`config.mk`:
```
export PLATFORM = sky130hd
export DESIGN_NAME = datagram_deframer
export DESIGN_NICKNAME = d
export VERILOG_FILES = /design/src/design/dd_pkg.sv /design/src/design/dd_ram.sv /design/src/design/dd_datapath.sv /design/src/design/dd_ctrl.sv /design/src/design/datagram_deframer.sv
export SDC_FILE = /design/constraint.sdc
export NUM_CORES = 1
export LEC_CHECK = 0
export ABC_AREA = 1
export BUFFER_PORTS_ARGS = -buffer_cell sky130_fd_sc_hd__buf_2
export CAP_MARGIN = 20
export CORE_UTILIZATION = 35
export DETAILED_ROUTE_END_ITERATION = 8
export HOLD_SLACK_MARGIN = 0.06
export PLACE_DENSITY = 0.46
export REMOVE_ABC_BUFFERS = 1
export SLEW_MARGIN = 20
export SYNTH_ARGS = -nofsm -noshare
export SYNTH_HDL_FRONTEND = slang
export SYNTH_HIERARCHICAL = 1
export SYNTH_SLANG_ARGS = --single-unit
```
`constraint.sdc`:
```
create_clock -name clk -period 7.5 [get_ports clk]
set_clock_uncertainty 0.1 [all_clocks]
set_input_delay 0.375 -clock clk [delete_from_list [all_inputs] [get_ports clk]]
set_output_delay 0.375 -clock clk [all_outputs]
set_load 0.02 [all_outputs]
```
`src/design/dd_pkg.sv`:
```
// Shared constants, types and helpers for the datagram deframer.
package dd_pkg;

  localparam int WINDOW_BYTES = 64;
  localparam int IDX_W = $clog2(WINDOW_BYTES);
  localparam int CNT_W = $clog2(WINDOW_BYTES + 1);
  localparam int TOT_W = 6;
  localparam int SUM_W = ((CNT_W > 8) ? CNT_W : 8) + 1;

  localparam logic [7:0] DATA_MARK = 8'h80;
  localparam logic [6:0] LOW7 = 7'h7F;
  localparam logic [7:0] LEN_LOW = 8'h07;
  localparam logic [7:0] LEN_HIGH = 8'h30;

  typedef enum logic [2:0] {
    ST_IDLE,
    ST_TOP,
    ST_HDR,
    ST_SUM,
    ST_EMIT_RD,
    ST_EMIT_LD
  } state_t;

  typedef enum logic [1:0] {
    OFF_ZERO,
    OFF_ONE,
    OFF_KNEXT
  } rd_off_t;

  typedef struct packed {
    logic    wr_in;
    logic    rd_en;
    rd_off_t rd_off;
    logic    discard;
    logic    start_sum;
    logic    sum_step;
    logic    accept;
    logic    load;
    logic    finish;
  } dd_cmd_t;

  typedef struct packed {
    logic fill_lt2;
    logic fill_one;
    logic rd_is_data;
    logic total_gt_fill;
    logic at_check;
    logic check_ok;
    logic plen_zero;
    logic last_item;
    logic out_free;
  } dd_status_t;

  // Payload length from a header byte.
  function automatic logic [TOT_W-1:0] payload_len(input logic [7:0] hdr);
    logic [TOT_W-1:0] len;
    if (hdr[3] == 1'b0) begin
      len = TOT_W'(8) + TOT_W'(hdr & LEN_LOW) + TOT_W'((hdr & LEN_HIGH) >> 1);
    end else begin
      len = TOT_W'(hdr & LEN_LOW);
    end
    return len;
  endfunction

  // Circular window address: base plus offset, wrapped once.
  function automatic logic [IDX_W-1:0] wrap_add(input logic [IDX_W:0] a,
                                                input logic [IDX_W:0] b);
    logic [IDX_W:0] s;
    s = a + b;
    if (s >= (IDX_W + 1)'(WINDOW_BYTES)) begin
      s = s - (IDX_W + 1)'(WINDOW_BYTES);
    end
    return s[IDX_W-1:0];
  endfunction

  // Saturating add into the drop counter.
  function automatic logic [7:0] drop_add(input logic [7:0] d, input logic [CNT_W-1:0] n);
    logic [SUM_W-1:0] s;
    s = SUM_W'(d) + SUM_W'(n);
    if (s > SUM_W'(255)) begin
      s = SUM_W'(255);
    end
    return s[7:0];
  endfunction

endpackage

```
`src/design/dd_ram.sv`:
```
// Generic single-write, single-read RAM with registered read data.
module dd_ram #(
  parameter int WIDTH = 8,
  parameter int DEPTH = 64
) (
  input  logic                     clk,
  input  logic                     wr_en,
  input  logic [$clog2(DEPTH)-1:0] wr_addr,
  input  logic [WIDTH-1:0]         wr_data,
  input  logic                     rd_en,
  input  logic [$clog2(DEPTH)-1:0] rd_addr,
  output logic [WIDTH-1:0]         rd_data
);

  logic [WIDTH-1:0] mem [DEPTH];

  // Write and registered read
  always_ff @(posedge clk) begin
    if (wr_en) begin
      mem[wr_addr] <= wr_data;
    end
    if (rd_en) begin
      rd_data <= mem[rd_addr];
    end
  end

endmodule

```
`src/design/dd_datapath.sv`:
```
// Datapath: byte window, pointers, checksum accumulator and result register.
module dd_datapath
  import dd_pkg::*;
(
  input  logic       clk,
  input  logic       rst,
  input  dd_cmd_t    cmd,
  output dd_status_t status,
  input  logic [7:0] rx_byte,
  input  logic       expected_toggle,
  output logic       out_valid,
  input  logic       out_ready,
  output logic [6:0] payload_byte,
  output logic       has_payload,
  output logic       last_item,
  output logic       hold_flag,
  output logic       fault_flag,
  output logic       deliver,
  output logic [7:0] dropped_bytes
);

  logic [IDX_W-1:0] head;
  logic [CNT_W-1:0] fill;
  logic [7:0]       drop;
  logic             held_hold;
  logic             held_fault;
  logic             cur_hold;
  logic             cur_fault;
  logic             cur_dv;
  logic             tog;
  logic [7:0]       hdr;
  logic [6:0]       sum;
  logic [IDX_W-1:0] k;

  logic [IDX_W-1:0] wr_addr;
  logic [IDX_W-1:0] rd_addr;
  logic [IDX_W-1:0] rd_off;
  logic [7:0]       rd_data;
  logic             wr_en;
  logic             fill_full;
  logic [TOT_W-1:0] plen_rd;
  logic [TOT_W-1:0] plen;
  logic [TOT_W-1:0] total;
  logic [6:0]       neg_sum;
  logic             nh;
  logic             nf;

  assign fill_full = (fill == CNT_W'(WINDOW_BYTES));
  assign wr_en = cmd.wr_in && !fill_full;
  assign wr_addr = wrap_add({1'b0, head}, (IDX_W + 1)'(fill));

  // Select read offset from the window front
  always_comb begin
    case (cmd.rd_off)
      OFF_ZERO: rd_off = '0;
      OFF_ONE:  rd_off = IDX_W'(1);
      default:  rd_off = k + IDX_W'(1);
    endcase
  end
  assign rd_addr = wrap_add({1'b0, head}, {1'b0, rd_off});

  dd_ram #(.WIDTH(8), .DEPTH(WINDOW_BYTES)) u_window (
    .clk     (clk),
    .wr_en   (wr_en),
    .wr_addr (wr_addr),
    .wr_data (rx_byte),
    .rd_en   (cmd.rd_en),
    .rd_addr (rd_addr),
    .rd_data (rd_data)
  );

  assign plen_rd = payload_len(rd_data);
  assign plen    = payload_len(hdr);
  assign total   = plen + TOT_W'(2);
  assign neg_sum = ~sum + 7'd1;
  assign nh      = hdr[3] ? hdr[4] : held_hold;
  assign nf      = hdr[3] ? hdr[5] : held_fault;

  // Status toward the controller
  always_comb begin
    status.fill_lt2      = (fill < CNT_W'(2));
    status.fill_one      = (fill == CNT_W'(1));
    status.rd_is_data    = rd_data[7];
    status.total_gt_fill = (CNT_W'(plen_rd) + CNT_W'(2) > fill);
    status.at_check      = ({1'b0, k} == (IDX_W + 1)'(total - TOT_W'(1)));
    status.check_ok      = (rd_data == (DATA_MARK | {1'b0, neg_sum})) && (hdr[6] == tog);
    status.plen_zero     = (plen == '0);
    status.last_item     = (plen == '0) || ({1'b0, k} + (IDX_W + 1)'(1) == (IDX_W + 1)'(plen));
    status.out_free      = !out_valid || out_ready;
  end

  // Window pointers, counters and retained flags
  always_ff @(posedge clk) begin
    if (rst) begin
      head       <= '0;
      fill       <= '0;
      drop       <= '0;
      held_hold  <= 1'b0;
      held_fault <= 1'b0;
    end else begin
      if (cmd.wr_in) begin
        if (fill_full) begin
          drop <= drop_add(drop, CNT_W'(1));
        end else begin
          fill <= fill + CNT_W'(1);
        end
      end
      if (cmd.discard) begin
        head <= wrap_add({1'b0, head}, (IDX_W + 1)'(1));
        fill <= fill - CNT_W'(1);
        drop <= drop_add(drop, CNT_W'(1));
      end
      if (cmd.accept) begin
        drop <= drop_add(drop, fill - CNT_W'(total));
      end
      if (cmd.finish) begin
        head       <= '0;
        fill       <= '0;
        drop       <= '0;
        held_hold  <= cur_hold;
        held_fault <= cur_fault;
      end
    end
  end

  // Candidate header, checksum and item index
  always_ff @(posedge clk) begin
    if (cmd.wr_in) begin
      tog <= expected_toggle;
    end
    if (cmd.start_sum) begin
      hdr <= rd_data;
      sum <= rd_data[6:0];
      k   <= IDX_W'(1);
    end
    if (cmd.sum_step) begin
      sum <= sum + (rd_data[6:0] & LOW7);
      k   <= k + IDX_W'(1);
    end
    if (cmd.accept) begin
      cur_hold  <= nh;
      cur_fault <= nf;
      cur_dv    <= (plen != '0) || (nh != held_hold) || (nf != held_fault);
      k         <= '0;
    end
    if (cmd.load) begin
      k <= k + IDX_W'(1);
    end
  end

  // Result register
  always_ff @(posedge clk) begin
    if (rst) begin
      out_valid <= 1'b0;
    end else if (cmd.load) begin
      out_valid <= 1'b1;
    end else if (out_ready) begin
      out_valid <= 1'b0;
    end
  end

  always_ff @(posedge clk) begin
    if (cmd.load) begin
      payload_byte  <= status.plen_zero ? 7'd0 : rd_data[6:0];
      has_payload   <= !status.plen_zero;
      last_item     <= status.last_item;
      hold_flag     <= cur_hold;
      fault_flag    <= cur_fault;
      deliver       <= cur_dv;
      dropped_bytes <= drop;
    end
  end

`ifndef NO_ASSERTIONS
  a_fill_bound: assert property (@(posedge clk) disable iff (rst)
    fill <= CNT_W'(WINDOW_BYTES))
    else $error("window fill exceeds its depth");

  a_finish_empty: assert property (@(posedge clk) disable iff (rst)
    cmd.finish |=> (fill == '0) && (drop == '0))
    else $error("window not emptied after an accepted datagram");

  a_drop_grows: assert property (@(posedge clk) disable iff (rst)
    (!$past(rst) && !$past(cmd.finish)) |-> (drop >= $past(drop)))
    else $error("drop count fell without an accepted datagram");

  a_load_shows: assert property (@(posedge clk) disable iff (rst)
    cmd.load |=> out_valid)
    else $error("loaded result not presented");
`endif

endmodule

```
`src/design/dd_ctrl.sv`:
```
// Controller: sequences store, header scan, checksum walk and payload emission.
module dd_ctrl
  import dd_pkg::*;
(
  input  logic       clk,
  input  logic       rst,
  input  logic       in_valid,
  output logic       in_ready,
  input  dd_status_t status,
  output dd_cmd_t    cmd
);

  state_t state;
  state_t state_next;

  // State register
  always_ff @(posedge clk) begin
    if (rst) begin
      state <= ST_IDLE;
    end else begin
      state <= state_next;
    end
  end

  // Next state and commands
  always_comb begin
    state_next = state;
    cmd        = '0;
    cmd.rd_off = OFF_ZERO;
    in_ready   = 1'b0;
    unique case (state)
      ST_IDLE: begin
        in_ready = 1'b1;
        if (in_valid) begin
          cmd.wr_in  = 1'b1;
          state_next = ST_TOP;
        end
      end
      ST_TOP: begin
        if (status.fill_lt2) begin
          state_next = ST_IDLE;
        end else begin
          cmd.rd_en  = 1'b1;
          cmd.rd_off = OFF_ZERO;
          state_next = ST_HDR;
        end
      end
      ST_HDR: begin
        if (status.rd_is_data) begin
          cmd.discard = 1'b1;
          if (status.fill_one) begin
            state_next = ST_IDLE;
          end else begin
            cmd.rd_en  = 1'b1;
            cmd.rd_off = OFF_ONE;
          end
        end else if (status.fill_lt2 || status.total_gt_fill) begin
          state_next = ST_IDLE;
        end else begin
          cmd.start_sum = 1'b1;
          cmd.rd_en     = 1'b1;
          cmd.rd_off    = OFF_ONE;
          state_next    = ST_SUM;
        end
      end
      ST_SUM: begin
        if (!status.at_check) begin
          cmd.sum_step = 1'b1;
          cmd.rd_en    = 1'b1;
          cmd.rd_off   = OFF_KNEXT;
        end else if (status.check_ok) begin
          cmd.accept = 1'b1;
          state_next = ST_EMIT_RD;
        end else begin
          cmd.discard = 1'b1;
          state_next  = ST_TOP;
        end
      end
      ST_EMIT_RD: begin
        if (!status.plen_zero) begin
          cmd.rd_en  = 1'b1;
          cmd.rd_off = OFF_KNEXT;
        end
        state_next = ST_EMIT_LD;
      end
      ST_EMIT_LD: begin
        if (status.out_free) begin
          cmd.load = 1'b1;
          if (status.last_item) begin
            cmd.finish = 1'b1;
            state_next = ST_IDLE;
          end else begin
            state_next = ST_EMIT_RD;
          end
        end
      end
      default: state_next = ST_IDLE;
    endcase
  end

`ifndef NO_ASSERTIONS
  a_ready_idle: assert property (@(posedge clk) disable iff (rst)
    (in_valid && in_ready) |=> (state == ST_TOP))
    else $error("stored byte not followed by a scan");

  a_one_op: assert property (@(posedge clk) disable iff (rst)
    $onehot0({cmd.wr_in, cmd.discard, cmd.start_sum, cmd.sum_step, cmd.accept, cmd.load}))
    else $error("conflicting datapath commands");

  a_finish_load: assert property (@(posedge clk) disable iff (rst)
    cmd.finish |-> cmd.load)
    else $error("datagram finished without its last result");
`endif

endmodule

```
`src/design/datagram_deframer.sv`:
```
// Top level of the receive-side datagram deframer.
// Takes one received byte per input transfer into a 64-byte circular window and scans it:
// data bytes ahead of a header are dropped, a header's datagram is checked for its
// 7-bit negated-sum checksum and toggle, and an accepted datagram leaves one result
// transfer per payload byte (one for an empty payload). Each byte is stored, then the
// window is scanned: discarded data bytes one by one and, for each candidate checked,
// its header fetch and then each byte after the header, all walked through the single
// read port of the window RAM; the longest datagram checked is 41 bytes. Emission
// reads and loads each result in turn and holds while the receiver stalls.
// No input is taken until the scan and any emission of that byte are finished.
module datagram_deframer
  import dd_pkg::*;
(
  input  logic       clk,
  input  logic       rst,
  input  logic       in_valid,
  output logic       in_ready,
  input  logic [7:0] rx_byte,
  input  logic       expected_toggle,
  output logic       out_valid,
  input  logic       out_ready,
  output logic [6:0] payload_byte,
  output logic       has_payload,
  output logic       last_item,
  output logic       hold_flag,
  output logic       fault_flag,
  output logic       deliver,
  output logic [7:0] dropped_bytes
);

  dd_cmd_t    cmd;
  dd_status_t status;

  dd_ctrl u_ctrl (
    .clk      (clk),
    .rst      (rst),
    .in_valid (in_valid),
    .in_ready (in_ready),
    .status   (status),
    .cmd      (cmd)
  );

  dd_datapath u_dp (
    .clk             (clk),
    .rst             (rst),
    .cmd             (cmd),
    .status          (status),
    .rx_byte         (rx_byte),
    .expected_toggle (expected_toggle),
    .out_valid       (out_valid),
    .out_ready       (out_ready),
    .payload_byte    (payload_byte),
    .has_payload     (has_payload),
    .last_item       (last_item),
    .hold_flag       (hold_flag),
    .fault_flag      (fault_flag),
    .deliver         (deliver),
    .dropped_bytes   (dropped_bytes)
  );

endmodule
```
Yosys cells after proc, flatten, opt, wreduce, memory -nomap -nowiden. Memories as Yosys holds them, arrays and structs flattened. A register that Yosys moved wholly into a read port is not among the register bits. Index checks and enable logic that the tools add are counted.

Multiplexer cells: 61. Order comparisons: 7. Divide/modulo/power cells: 0. Bitwise operators: 1. Eq/ne operators: 19. Multipliers: 0. Reductions and logical operators: 24. Shift operators: 0. Add/sub/neg operators: 22.

Operator list (count): two-way mux 6 bit (9); two-way mux 8 bit (6); two-way mux 3 bit (13); two-way mux 7 bit (5); >= comparator 7 bit (second input constant) (3); two-way mux 1 bit (19); > comparator 9 x 8 -> 1 bit (second input constant) (2); case mux 3 bit (6 select lines) (1); subtractor 6 x 1 -> 6 bit (second input constant) (3); adder 6 x 1 -> 7 bit (second input constant) (2); adder 7 x 1 -> 7 bit (second input constant) (2); adder 5 x 5 -> 6 bit (2); case mux 3 bit (4 select lines) (1); case mux 6 bit (2 select lines) (1); adder 4 x 3 -> 5 bit (first input constant) (2); two-way mux 2 bit (5); adder 8 x 1 -> 9 bit (second input constant) (1); adder 8 x 7 -> 9 bit (1); == test 8 bit (1); adder 6 x 2 -> 7 bit (second input constant) (1); adder 6 x 6 -> 7 bit (1); adder 6 x 7 -> 7 bit (1); adder 7 bit (1); == test 6 x 7 -> 1 bit (1); other kinds (34) (50).

Logic and storage cells: 156. Flip-flop bits (word level): 71. Latch bits: 0. Output and inout bits: 22. Bits in read-only memories: 0. Memories: 1. Bits of input ports: 13. Bits in writable memories: 512.

Memory list: u_dp.u_window.mem (words 64, bits a word 8, rd ports 1, clocked after Yosys merged registers in 1, write ports 1, RTL line dd_ram.sv:15) `logic [WIDTH-1:0] mem [DEPTH];`.

Depth between registers and ports, before layout. Gate-level depths: netlist (run 1).

Depth in word-level cells: 14. Gate-level depth with buffers: 29. Depth with buffers taken out: 27.

By module. The synthesis (run 1) kept the hierarchy.

By module, submodules not included: dd_ram (instances 1, cells an instance 1805, sequential area each 15615.0 µm², area an instance 21419.3 µm²); dd_datapath (instances 1, cells an instance 639, sequential area each 1801.7 µm², area an instance 5014.8 µm²); dd_ctrl (instances 1, cells an instance 67, sequential area each 60.1 µm², area an instance 365.4 µm²).

Worst setup path after synthesis (run 1). Ideal clock, no wire load.

Path kind: reg2reg. From: register u_dp.u_window.rd_data[4] (read register of u_dp.u_window.mem). To: register u_dp.u_window.rd_data[6] (read register of u_dp.u_window.mem), data pin. Library setup time: 0.253 ns. Data arrival time: 3.872 ns. Buffers on the path: 2. Period minus slack after synthesis: 4.226 ns. Setup slack: 3.274 ns. Required time: 7.147 ns. Cell stages (with the launch flop): 25. Cell sequence: edfxtp_1 ha_1 a32o_1 nand2_1 inv_1 ha_1 a21oi_1 nor2_1 a211oi_1 a22oi_1 nor2_1 nand2_1 a21oi_1 nand2_1 o21ai_0 ha_1 inv_1 fa_1 o21ai_0 xor2_1 clkbuf_1 buf_1 nand3_1 nand3_1 nand2_1.

RTL lines: start: declaration (RTL line dd_ram.sv:12) `output logic [WIDTH-1:0] rd_data`.

==> summary.md, run 1 <==
| Metric | Value |
|---|---|
| Outcome | `complete, no violations` |
| Clk slew on worst S/H paths | `roughly 0.06 ns` |
| Yosys cell types | `46` |
| Slew Viols, Final | `0` |
| Clk root buf | `clkbuf_16` |
| Actual slew at the worst max-slew pin | `1.17 ns` |
| DR WL/cell | `about 21 µm` |
| DIE HEIGHT | `around 280 µm` |
| Top-count cell post-synth | `nand2_1` |
| Full die area | `slightly below 80,000 µm²` |
| Worst VDD drop | `160 µV` |
| Ys async rst share | `0%` |
| Setup TNS | `0 ns` |
| Main synth FF type | `edfxtp_1` |
| Final number of setup-violating endpoints | `0` |
| Share of the synthesized area in the top cell type | `between 60 and 70%` |
| Total core area | `75,800 µm²` |
| Clk_lat worst skew | `between 0.6 and 0.7 ns` |
| Post-synthesis sequential area ratio | `between 60% and 70%` |
| Critical path peak fanout | `94` |
| Drt total wl | `roughly 74,000 µm` |
| PortBufs | `34` |
| Main area contributors after synthesis | `edfxtp_1 (63%), nand2_1 (11%), nand3_1 (8.9%)` |
| Net Switching | `approximately 2000 µW` |
| Crit end category | `flip-flop` |
| Post-CTS Resized | `0` |
| Vias/cell | `5.07` |
| Largest net degree at the start of global routing | `roughly 210` |
| Fmax | `between 150 and 200 MHz` |
| Setup slack after placement | `1.83 ns` |
| Syn Area/Cell | `about 11 µm²` |
| Dpl cell area | `27,700 µm²` |
| Logic pwr share | `between 10% and 20%` |
| Post-CTS setup buffer count | `0` |
| Gpl congestion | `roughly 0.86` |
| Sequential power share | `between 40% and 50%` |
| Critical Path RT | `slightly below 8 ns` |
| Post-synthesis cell area | `26,800 µm²` |
| Internal power | `approximately 5700 µW` |
| Vias after detailed routing | `18,100` |
| Share of cells above drive strength 1 | `7.08%` |
| Vias in the first global route | `around 18,000` |
| PD cells | `between 200 and 300 nW/µm²` |
| Clock Sinks | `about 600` |
| Yosys warns | `6` |
| Initial antenna violation count | `0` |
| P_leak | `0.0110 µW` |
| Clk buf depth | `3` |
| Area Overhead vs Synth | `11.2%` |
| Post-synth EDFFs | `roughly 560` |
| Final number of hold-violating endpoints | `0` |
| Final worst path period need | `between 5 and 6 ns` |
| Antenna Nets Post-Route | `0` |
| CTS buffer count | `approximately 70` |
| Initial core utilization | `about 35%` |
| Total GRT Usage | `roughly a fifth` |
| Arr. time, crit path | `5.92 ns` |
| Grt ovf | `0` |
| Synth Instances | `approximately 2,500` |
| Placed Cells | `around 3,400` |
| Fill cells | `between 7,000 and 8,000` |
| Hold Buf Count CTS | `2` |
| Hold crit path type | `input port to flip-flop` |
| Startpoint types | `flip-flop` |
| #FFs+latches synth | `slightly below 600` |
| Nets@finish | `around 2,600` |
| Row Count | `around 100` |
| Commonest cells post-synth | `nand2_1 (801), edfxtp_1 (564), nand3_1 (476), nor2_1 (132), inv_1 (110)` |
| Sw Ratio | `25.4%` |
| Synth area leader | `edfxtp_1` |
| Max capacitance violation total | `0` |
| Hold slack final | `0.0751 ns` |
| I/O Pins | `35` |
| Ant diodes | `0` |
| CTS tree | `yes` |
| Htree depth | `3` |
| Unrepaired setup endpoints after global routing | `false` |
| Drt drc | `0` |
| Finished Cell Area | `29,800 µm²` |
| Global-route wire length before repair | `between 100,000 and 150,000 µm` |
| Placed wire-length estimate | `between 40,000 and 50,000 µm` |
| Chip width | `between 200 and 300 µm` |
| Clock power share | `about two fifths` |
| Slack of the critical path | `1.82 ns` |
| Slew HR | `~22%` |
| Worst Setup Path Type | `flip-flop to flip-flop` |
| Period utilization | `75.7%` |
| Fin cells | `3,561` |
| 1st-pass router iterations | `6` |
| Drt initial violations | `between 1,000 and 1,500` |
## stage by stage
stage	utilization [%]	total power [µW]
6_report	39.3	7690
5_1_grt	39.3	8020
4_1_cts	39.3	7800
3_5_place_dp	36.5	4600
3_3_place_gp	36.5	4590
2_1_floorplan	-	4310
## routing by layer
layer	up-vias	GRT usage [%]	part of all wire, %	wire [µm]
met1	8820	26.1	46	33700
met2	393	32.2	48	35800
met4	0	4.44	1.8	1330
met5	-	0	0	0
met3	91	2.81	4.2	3120
li1	8762	-	-	-
## worst max-delay path: stages (launching register included)
cell	delay (ns)
edfxtp_1	0.50
ha_1	0.37
a32o_1	0.23
nand2_1	0.07
inv_1	0.05
ha_1	0.29
a21oi_1	0.14
nor2_1	0.06
a211oi_1	0.20
a22oi_1	0.13
nor2_1	0.12
nand2_1	0.08
a21oi_1	0.13
nand2_1	0.06
o21ai_0	0.16
ha_4	0.19
inv_1	0.04
fa_1	0.53
inv_4	0.06
inv_6	0.60
buf_4	0.52
nand3_1	0.12
nand3_1	0.09
nand2_1	0.07
nand2_1	0.06
nand3_1	0.09
nand3_1	0.21
nand2_1	0.09
## path summary, 6_finish.rpt
| check | startpoint | endpoint | slack, ns | depth (start not counted) |
|---|---|---|---|---|
| worst max-delay path | u_dp/u_window/rd_data[4] | u_dp/u_window/rd_data[0] | 1.82 | 27 |
| worst min-delay path | out_ready | u_dp/out_valid | 0.08 | 4 |
| worst max register to register | u_dp/u_window/rd_data[4] | u_dp/u_window/rd_data[0] | 1.82 | 27 |
| worst min register to register | u_dp/cur_dv | u_dp/deliver | 0.34 | 0 |
## cell type report
cell class                      count  area [µm²]  area share (%)
Inverter                          117         452            1.52
Tap cell                          978        1220            4.10
Clock inverter                     33         224           0.751
Sequential cell                   591       17500            58.6
Clock buffer                       91        1890            6.35
Timing Repair Buffer               70         483            1.62
Multi-Input combinational cell   1681        8060            27.0
## cells by family after synthesis
kind of cell / after synthesis / share of synthesized area, %
simple gates: 1471 / 23.5
flops: 591 / 65.2
buf+inv: 239 / 4.84
compound gates: 109 / 2.23
fa+ha+maj: 55 / 2.71
xor+xnor: 46 / 1.50
## power by group through the flow
stage | clock network, µW | registers [µW] | logic, µW
after floorplan | 0 | 3750 | 551
after global placement | 0 | 3770 | 820
after detailed placement | 0 | 3770 | 824
after CTS | 3270 | 3700 | 828
after global routing | 3390 | 3710 | 925
final | 3170 | 3700 | 817
## cell usage in the layout, fill, tap and decap left out, types with 8 or more instances in the layout
cell	instances
xor2_1	26
buf_4	31
nor3_1	8
buf_2	34
clkbuf_1	18
a21oi_1	50
ha_1	49
xnor2_1	18
nand3_1	476
clkinv_2	9
inv_1	108
nor4_1	11
clkinv_1	19
o21ai_0	39
nor2_1	131
dfxtp_1	27
clkbuf_16	73
nand2_1	801
edfxtp_1	564
nand4_1	27
## sequential cells by signal (all words and copies together), names as in the netlist, 6 cells and up
| signal | cells |
|---|---|
| u_dp/dropped_bytes | 8 |
| u_dp/head | 6 |
| u_dp/fill | 7 |
| u_dp/drop | 8 |
| u_dp/u_window/rd_data | 8 |
| u_dp/hdr | 7 |
| u_dp/k | 6 |
| u_dp/payload_byte | 7 |
| u_dp/u_window/mem | 512 |
| u_dp/sum | 7 |
(Power assumes the default switching activity.)
==> run 2, diff against run 1 <==
--- a/config.mk
+++ b/config.mk
@@ -5,13 +5,13 @@
 export SDC_FILE = /design/constraint.sdc
 export NUM_CORES = 1
 export LEC_CHECK = 0
-export ABC_AREA = 1
+export ABC_AREA = 0
 export BUFFER_PORTS_ARGS = -buffer_cell sky130_fd_sc_hd__buf_2
 export CAP_MARGIN = 20
 export CORE_UTILIZATION = 35
 export DETAILED_ROUTE_END_ITERATION = 8
 export HOLD_SLACK_MARGIN = 0.06
-export PLACE_DENSITY = 0.46
+export PLACE_DENSITY = 0.48
 export REMOVE_ABC_BUFFERS = 1
 export SLEW_MARGIN = 20
 export SYNTH_ARGS = -nofsm -noshare
==> constraint.sdc (replaced) <==
create_clock -name clk -period 4.9 [get_ports clk]
set_clock_uncertainty 0.1 [all_clocks]
set_input_delay 0.245 -clock clk [delete_from_list [all_inputs] [get_ports clk]]
set_output_delay 0.245 -clock clk [all_outputs]
set_load 0.02 [all_outputs]
==> run 2 against run 1 <==
The flow now finishes with violations (setup timing); first-iteration DRC count fell by 9.2%; die area fell by 4.7%; routed wire length fell by 13%; clock power increased by 54%; synthesized area decreased by 4.7%; worst setup slack lost 2.5 ns; fmax rose by 2.6%; sequential share of layout area down 1.8 points; sequential cell count did not move; combinational power down 46%.
==> summary.md, run 2 <==
| Metric | Value |
|---|---|
| Outcome | `complete, but fails checks` |
| Failing checks | `setup timing` |
| Nets@finish | `1,823 (-30%)` |
| Share of cells above drive strength 1 | `29.5% (+22 points)` |
| CP bufs+invs | `7 (+2)` |
| Slack of the critical path | `-0.634 ns (-2.45 ns)` |
| 1st-pass router iterations | `6 (unchanged)` |
| Synth Instances | `1,504 (-40%)` |
| Htree depth | `3 (unchanged)` |
| Final number of setup-violating endpoints | `8 (+8)` |
| #FFs+latches synth | `591 (unchanged)` |
| Worst Setup Path Type | `flip-flop to flip-flop` |
| Yosys warns | `6 (unchanged)` |
| Vias/cell | `5.25 (+3.4%)` |
| P_leak | `0.0101 µW (-8.4%)` |
| Slew HR | `39.6% (+18 points)` |
| Commonest non-fill, non-tap cell in the layout | `edfxtp_1` |
| Main synth FF type | `edfxtp_1` |
| Antenna Nets Post-Route | `0 (unchanged)` |
| Actual slew at the worst max-slew pin | `0.903 ns (-0.262 ns)` |
| Area Overhead vs Synth | `20.5%` |
| Number of flip-flops in the largest register | `512 (unchanged)` |
| Global-route wire length before repair | `96,600 µm (-14%)` |
| Max capacitance violation total | `0 (unchanged)` |
| Drt total wl | `64,000 µm (-13%)` |
| Gpl congestion | `0.842 (-2.3%)` |
| CTS buffer count | `68 (-1.4%)` |
| Crit end category | `flip-flop` |
| Clk root buf | `clkbuf_16` |
| Most frequent cells in the layout | `edfxtp_1 (564), buf_4 (186), nor2_1 (128)` |
| Ant diodes | `0 (unchanged)` |
| Top-count cell post-synth | `edfxtp_1` |
| Post-synthesis cell area | `25,500 µm² (-4.7%)` |
| Critical Path RT | `5.16 ns (-2.58 ns)` |
| Clk_lat worst skew | `0.62 ns (about the same)` |
| Initial antenna violation count | `1 (+1)` |
| Post-synth EDFFs | `564 (unchanged)` |
| Critical path peak fanout | `15 (-84%)` |
| Arr. time, crit path | `5.80 ns (-0.12 ns)` |
| Clk buf depth | `3 (unchanged)` |
| Cell family with most CP delay | `adder cells` |
| Final number of hold-violating endpoints | `0 (unchanged)` |
| Placed wire-length estimate | `42,200 µm (-2.2%)` |
| Unrepaired setup endpoints after global routing | `true` |
| Period utilization | `113% (+37 points)` |
| PortBufs | `34 (unchanged)` |
| Initial core utilization | `35.5% (+0.20 points)` |
| Ys async rst share | `0% (unchanged)` |
| Final worst path period need | `5.53 ns (-0.145 ns)` |
| Main area contributors after synthesis | `edfxtp_1 (66%), mux4_2 (11%), ha_1 (2.4%)` |
| Clock Sinks | `591 (unchanged)` |
| Chip width | `272 µm (-2.4%)` |
| Fmax | `181 MHz (+2.6%)` |
| Synth area leader | `edfxtp_1` |
| CP max stage delay | `0.59 ns (about the same)` |
| DIE HEIGHT | `272 µm (-2.4%)` |
| Tot Pwr | `10,900 µW (+42%)` |
| Worst VDD drop | `240 µV (+49%)` |
| Syn Area/Cell | `17.0 µm² (+59%)` |
| Setup slack after placement | `-1.12 ns (-2.95 ns)` |
| Commonest cells post-synth | `edfxtp_1 (564), nor2_1 (134), mux4_2 (126), ha_1 (50)` |
| Full die area | `74,000 µm² (-4.7%)` |
| Slew Viols, Final | `0 (unchanged)` |
| Hold crit path type | `input port to flip-flop` |
| Slowest-stage cell, CP | `fa_2` |
| Grt ovf | `0 (unchanged)` |
| I/O Pins | `35 (unchanged)` |
| DR WL/cell | `23.3 µm (+12%)` |
| Vias after detailed routing | `14,400 (-20%)` |
| Fill cells | `6,467 (-13%)` |
| Largest net degree at the start of global routing | `65 (-69%)` |
| Hold slack final | `0.190 ns (+0.115 ns)` |
| Yosys cell types | `77 (+67%)` |
| Drt drc | `0 (unchanged)` |
| Total GRT Usage | `17.6% (-1.6 points)` |
| Final Core Density | `42.8% (+3.5 points)` |
| Cell mode on critical path | `buf_4` |
| Startpoint types | `flip-flop` |
| PD cells | `354 nW/µm² (+37%)` |
| Reg with most FFs | `u_dp/u_window/mem` |
| Post-synthesis sequential area ratio | `68.4% (+3.2 points)` |
| Vias in the first global route | `14,800 (-17%)` |
| Total core area | `71,900 µm² (-5.2%)` |
| Row Count | `98 (-3.0%)` |
| CTS tree | `yes` |
| Clk slew on worst S/H paths | `0.06 ns (about the same)` |
| Share of the synthesized area in the top cell type | `66.3% (+3.1 points)` |
| Drt initial violations | `1,197 (-9.2%)` |
## run 2: cell count changes after synthesis, sizes merged, moves of 17 or more
| cell | delta |
|---|---|
| nand2 | -756 |
| nand3 | -451 |
| mux4 | +126 |
| inv | -68 |
| buf | -64 |
| mux2i | +31 |
| nor2b | +26 |
| xnor2 | +21 |
| nand4 | -20 |
| mux2 | +18 |
| a21oi | -17 |
## run 2: final timing paths
check                                start                        to  slack, ns  cells past startpoint
hold reg to reg                u_dp/cur_dv              u_dp/deliver       0.35                      0
setup / recovery  u_dp/u_window/rd_data[4]  u_dp/u_window/rd_data[5]      -0.63                     25
setup reg to reg  u_dp/u_window/rd_data[4]  u_dp/u_window/rd_data[5]      -0.63                     25
hold / removal                   out_ready           u_ctrl/state[1]       0.19                      4
## run 2: layer usage
metal	GRT usage (%)	routed length, µm
met5	0	0
met4	4.44	1440
met3	2.70	2960
met2	28.4	30400
met1	24.9	29200
## run 2: tightest hold or removal path, stage by stage
cell and delay (ns):
buf_2 0.07, nand2b_1 0.13, and4bb_2 0.27, nor4_2 0.14
## run 2: through the flow
| step | area (µm²) | instances | setup TNS [ns] |
|---|---|---|---|
| after detailed placement | 28200 | 2621 | -7.23 |
| after floorplan | 25100 | 1439 | -35.59 |
| after global routing | 30800 | 2751 | -6.40 |
| after CTS | 30700 | 2749 | -4.87 |
| final | 30800 | 2751 | -4.63 |
| after global placement | 28200 | 2621 | -7.13 |
## run 2: logic make-up (layout without fill, tap and decap cells)
group	count (synthesis)	count (layout)	share of synthesized area, %
flip-flops	591	591	68.4
AND/OR/NAND/NOR	336	336	6.54
AO/OA/AOI/OAI	174	174	4.75
adder cells (fa/ha/maj)	57	57	2.92
XOR/XNOR	59	59	2.02
buffers and inverters	112	409	2.22
multiplexers	175	175	13.1
## run 2: area by class of cell
cell class	instances	area, µm²	area share, %
Tap cell	950	1190	3.86
Clock buffer	85	1780	5.77
Timing Repair Buffer	246	2070	6.74
Inverter	47	184	0.598
Sequential cell	591	17500	56.8
Multi-Input combinational cell	801	7720	25.1
Clock inverter	31	365	1.19
## run 2: timing repair
item,CTS,global route
setup buffers,5,2
cloned,3,0
endpoints found under the hold margin,10,0
hold buffers,4,0
gates resized for setup,45,8
setup endpoints to repair,8,8
pin swaps,7,1
## run 2: report_power, final
group	switching (µW)	internal, µW
Sequential	15.2	5560
Combinational	271	169
Clock	2080	2820
Total	2360	8540
==> run 3, diff against run 2 <==
--- a/config.mk
+++ b/config.mk
@@ -16,5 +16,4 @@
 export SLEW_MARGIN = 20
 export SYNTH_ARGS = -nofsm -noshare
 export SYNTH_HDL_FRONTEND = slang
-export SYNTH_HIERARCHICAL = 1
 export SYNTH_SLANG_ARGS = --single-unit
==> run 3 against run 2 <==
The run still ends with setup timing left; worst setup slack better by 0.27 ns; global-route usage hardly changed; synthesized cell count is 5.9% lower; critical path type unchanged; synthesized area is 0.57% lower; first-iteration DRC count is 9.1% lower; sequential share of layout area is 0.062 points lower; largest cell class unchanged; total power is 1.4% higher; final cell count is 3.4% lower; clock power is 1% lower; sequential cell count stayed put; register-to-register slack better by 0.27 ns.
==> summary.md, run 3 <==
| Metric | Value |
|---|---|
| Most frequent cells in the layout | `edfxtp_1 (564), mux4_2 (160), buf_4 (149)` |
| Chip width | `271 µm (-0.28%)` |
| Clk slew on worst S/H paths | `0.06 ns (about the same)` |
| Clk root buf | `clkbuf_16` |
| 1st-pass router iterations | `5 (-1)` |
| Reg with most FFs | `u_dp.u_window.mem` |
| Arr. time, crit path | `5.48 ns (-0.32 ns)` |
| Critical path peak fanout | `6 (-9)` |
| Worst VDD drop | `215 µV (-10%)` |
| Grt ovf | `0 (unchanged)` |
| Top-count cell post-synth | `edfxtp_1` |
| Post-synthesis cell area | `25,400 µm² (-0.57%)` |
| Drt initial violations | `1,088 (-9.1%)` |
| Startpoint types | `flip-flop` |
| Number of flip-flops in the largest register | `512 (unchanged)` |
| Gpl congestion | `0.796 (-5.4%)` |
| Critical Path RT | `5.12 ns (-0.04 ns)` |
| Initial antenna violation count | `0 (-1)` |
| Largest net degree at the start of global routing | `65 (unchanged)` |
| Final number of setup-violating endpoints | `8 (unchanged)` |
| Commonest non-fill, non-tap cell in the layout | `edfxtp_1` |
| Slack of the critical path | `-0.359 ns (+0.275 ns)` |
| Share of the synthesized area in the top cell type | `66.7% (+0.38 points)` |
| CTS buffer count | `66 (-2.9%)` |
| Worst Setup Path Type | `flip-flop to flip-flop` |
| Vias/cell | `5.17 (-1.4%)` |
| Yosys cell types | `66 (-14%)` |
| Outcome | `complete, but fails checks` |
| Area Overhead vs Synth | `21.3%` |
| Main synth FF type | `edfxtp_1` |
| Vias after detailed routing | `13,700 (-4.8%)` |
| DR WL/cell | `24.1 µm (+3.5%)` |
| I/O Pins | `35 (unchanged)` |
| Antenna Nets Post-Route | `0 (unchanged)` |
| PortBufs | `34 (unchanged)` |
| Main area contributors after synthesis | `edfxtp_1 (67%), mux4_2 (14%), ha_1 (2.6%)` |
| Htree depth | `3 (unchanged)` |
| Actual slew at the worst max-slew pin | `0.966 ns (+0.0630 ns)` |
| Ys async rst share | `0% (unchanged)` |
| Period utilization | `107% (-5.6 points)` |
| Slew Viols, Final | `0 (unchanged)` |
| Fmax | `190 MHz (+5.2%)` |
| Clock Sinks | `591 (unchanged)` |
| CTS tree | `yes` |
| Post-synth EDFFs | `564 (unchanged)` |
| Unrepaired setup endpoints after global routing | `true` |
| Row Count | `98 (unchanged)` |
| Final number of hold-violating endpoints | `0 (unchanged)` |
| Nets@finish | `1,730 (-5.1%)` |
| Post-synthesis sequential area ratio | `68.8% (+0.39 points)` |
| Synth Instances | `1,416 (-5.9%)` |
| Register area | `17,500 µm² (unchanged)` |
| Failing checks | `setup timing` |
| Clk buf depth | `3 (unchanged)` |
| Global-route wire length before repair | `95,000 µm (-1.7%)` |
| Slew HR | `35.3% (-4.2 points)` |
| Max capacitance violation total | `0 (unchanged)` |
| Initial core utilization | `35.5% (-0.081 points)` |
| Area of the multi-input gates | `7820 µm² (+1.3%)` |
| Clk_lat worst skew | `0.61 ns (about the same)` |
| DIE HEIGHT | `271 µm (-0.28%)` |
| #FFs+latches synth | `591 (unchanged)` |
| Total core area | `71,600 µm² (-0.34%)` |
| Total GRT Usage | `17.6% (-0.046 points)` |
| PD cells | `359 nW/µm² (+1.2%)` |
| Final Core Density | `43.0% (+0.19 points)` |
| Crit end category | `flip-flop` |
| Drt drc | `0 (unchanged)` |
| Drt total wl | `64,000 µm (about the same)` |
| Final worst path period need | `5.26 ns (-0.275 ns)` |
| Syn Area/Cell | `17.9 µm² (+5.6%)` |
| P_leak | `0.0102 µW (+1.1%)` |
| Ant diodes | `0 (unchanged)` |
| Share of cells above drive strength 1 | `31.0% (+1.6 points)` |
| Yosys warns | `0 (-6)` |
| Full die area | `73,600 µm² (-0.56%)` |
| Synth area leader | `edfxtp_1` |
| Vias in the first global route | `14,100 (-4.6%)` |
| Hold crit path type | `input port to flip-flop` |
| Fill cells | `6,321 (-2.3%)` |
| Setup TNS | `-2.64 ns (+1.99 ns)` |
| Placed wire-length estimate | `40,900 µm (-3.1%)` |
| Commonest cells post-synth | `edfxtp_1 (564), mux4_2 (160), nor2_1 (104), nand2_1 (55), ha_1 (52)` |
-- run 3: metrics by stage --
step	std cells	setup WS, ns	hold WS [ns]	total power [µW]	area [µm²]
floorplan	1366	-4.36	0.214	6020	25200
global placement	2503	-0.693	0.308	6270	28000
detailed placement	2503	-0.722	0.319	6280	28000
CTS	2655	-0.360	0.139	11200	30700
global route	2657	-0.498	0.165	11400	30800
finish	2657	-0.359	0.158	11100	30800
-- run 3: worst paths after layout --
kind                            depth (start not counted)                     start                  endpoint  slack (ns)
worst max-delay path                                   20  u_dp.u_window.rd_data[4]  u_dp.u_window.rd_data[0]       -0.36
worst min-delay path                                    1                rx_byte[7]  u_dp.u_window.mem[47][7]        0.16
worst max register to register                         20  u_dp.u_window.rd_data[4]  u_dp.u_window.rd_data[0]       -0.36
worst min register to register                          0               u_dp.cur_dv              u_dp.deliver        0.33
-- run 3: worst max-delay path: stages (launching register included) --
cell and delay, ns:
edfxtp_1 0.50, ha_4 0.33, nand2_2 0.04, or3_1 0.32, a21oi_2 0.13, ha_1 0.26, a21o_1 0.18, a21oi_2 0.12
o21ai_2 0.08, a21oi_2 0.17, o211ai_1 0.14, o21ai_2 0.14, ha_4 0.16, fa_4 0.66, buf_12 0.20, buf_16 0.16
buf_8 0.13, mux4_2 0.28, mux4_2 0.54, mux2i_4 0.21, mux2i_1 0.10
-- run 3: cell families after synthesis --
| logic type | count (synthesis) | share of synthesized area, % |
|---|---|---|
| xor gates and xnor gates | 57 | 2.10 |
| AOI/OAI and AO/OA | 142 | 3.64 |
| muxes | 196 | 15.6 |
| adders and majority gates | 57 | 2.96 |
| buffers and inverters | 91 | 1.46 |
| and+or+nand+nor | 282 | 5.39 |
| DFF | 591 | 68.8 |
-- run 3: layer usage --
layer  part of all wire, %  global-route usage, %  vias to the layer above  wire, µm
li1                      -                      -                     6189         -
met1                    46                   24.9                     7173     29700
met2                    48                   28.2                      300     30600
met3                   3.6                   2.43                       79      2340
met4                   2.2                   4.79                        0      1390
met5                     0                      0                        -         0
-- run 3: final cells by class --
class / instances / area share, %
Clock buffer: 81 / 5.68
Clock inverter: 34 / 1.13
Inverter: 41 / 0.499
Multi-Input combinational cell: 734 / 25.4
Sequential cell: 591 / 56.7
Tap cell: 950 / 3.86
Timing Repair Buffer: 226 / 6.74
-- run 3: repair_timing --
action,CTS,global route
buffers inserted,28,5
hold endpoints to repair,7,0
cloned,5,0
pin swaps,9,7
endpoints found under the setup margin,8,16
hold buffers,4,0
gates resized for setup,47,12
-- run 3: power breakdown --
| part | total [µW] | internal [µW] | switching (µW) |
|---|---|---|---|
| Combinational | 626 | 265 | 361 |
| Clock | 4840 | 2820 | 2020 |
| Sequential | 5580 | 5570 | 17.5 |
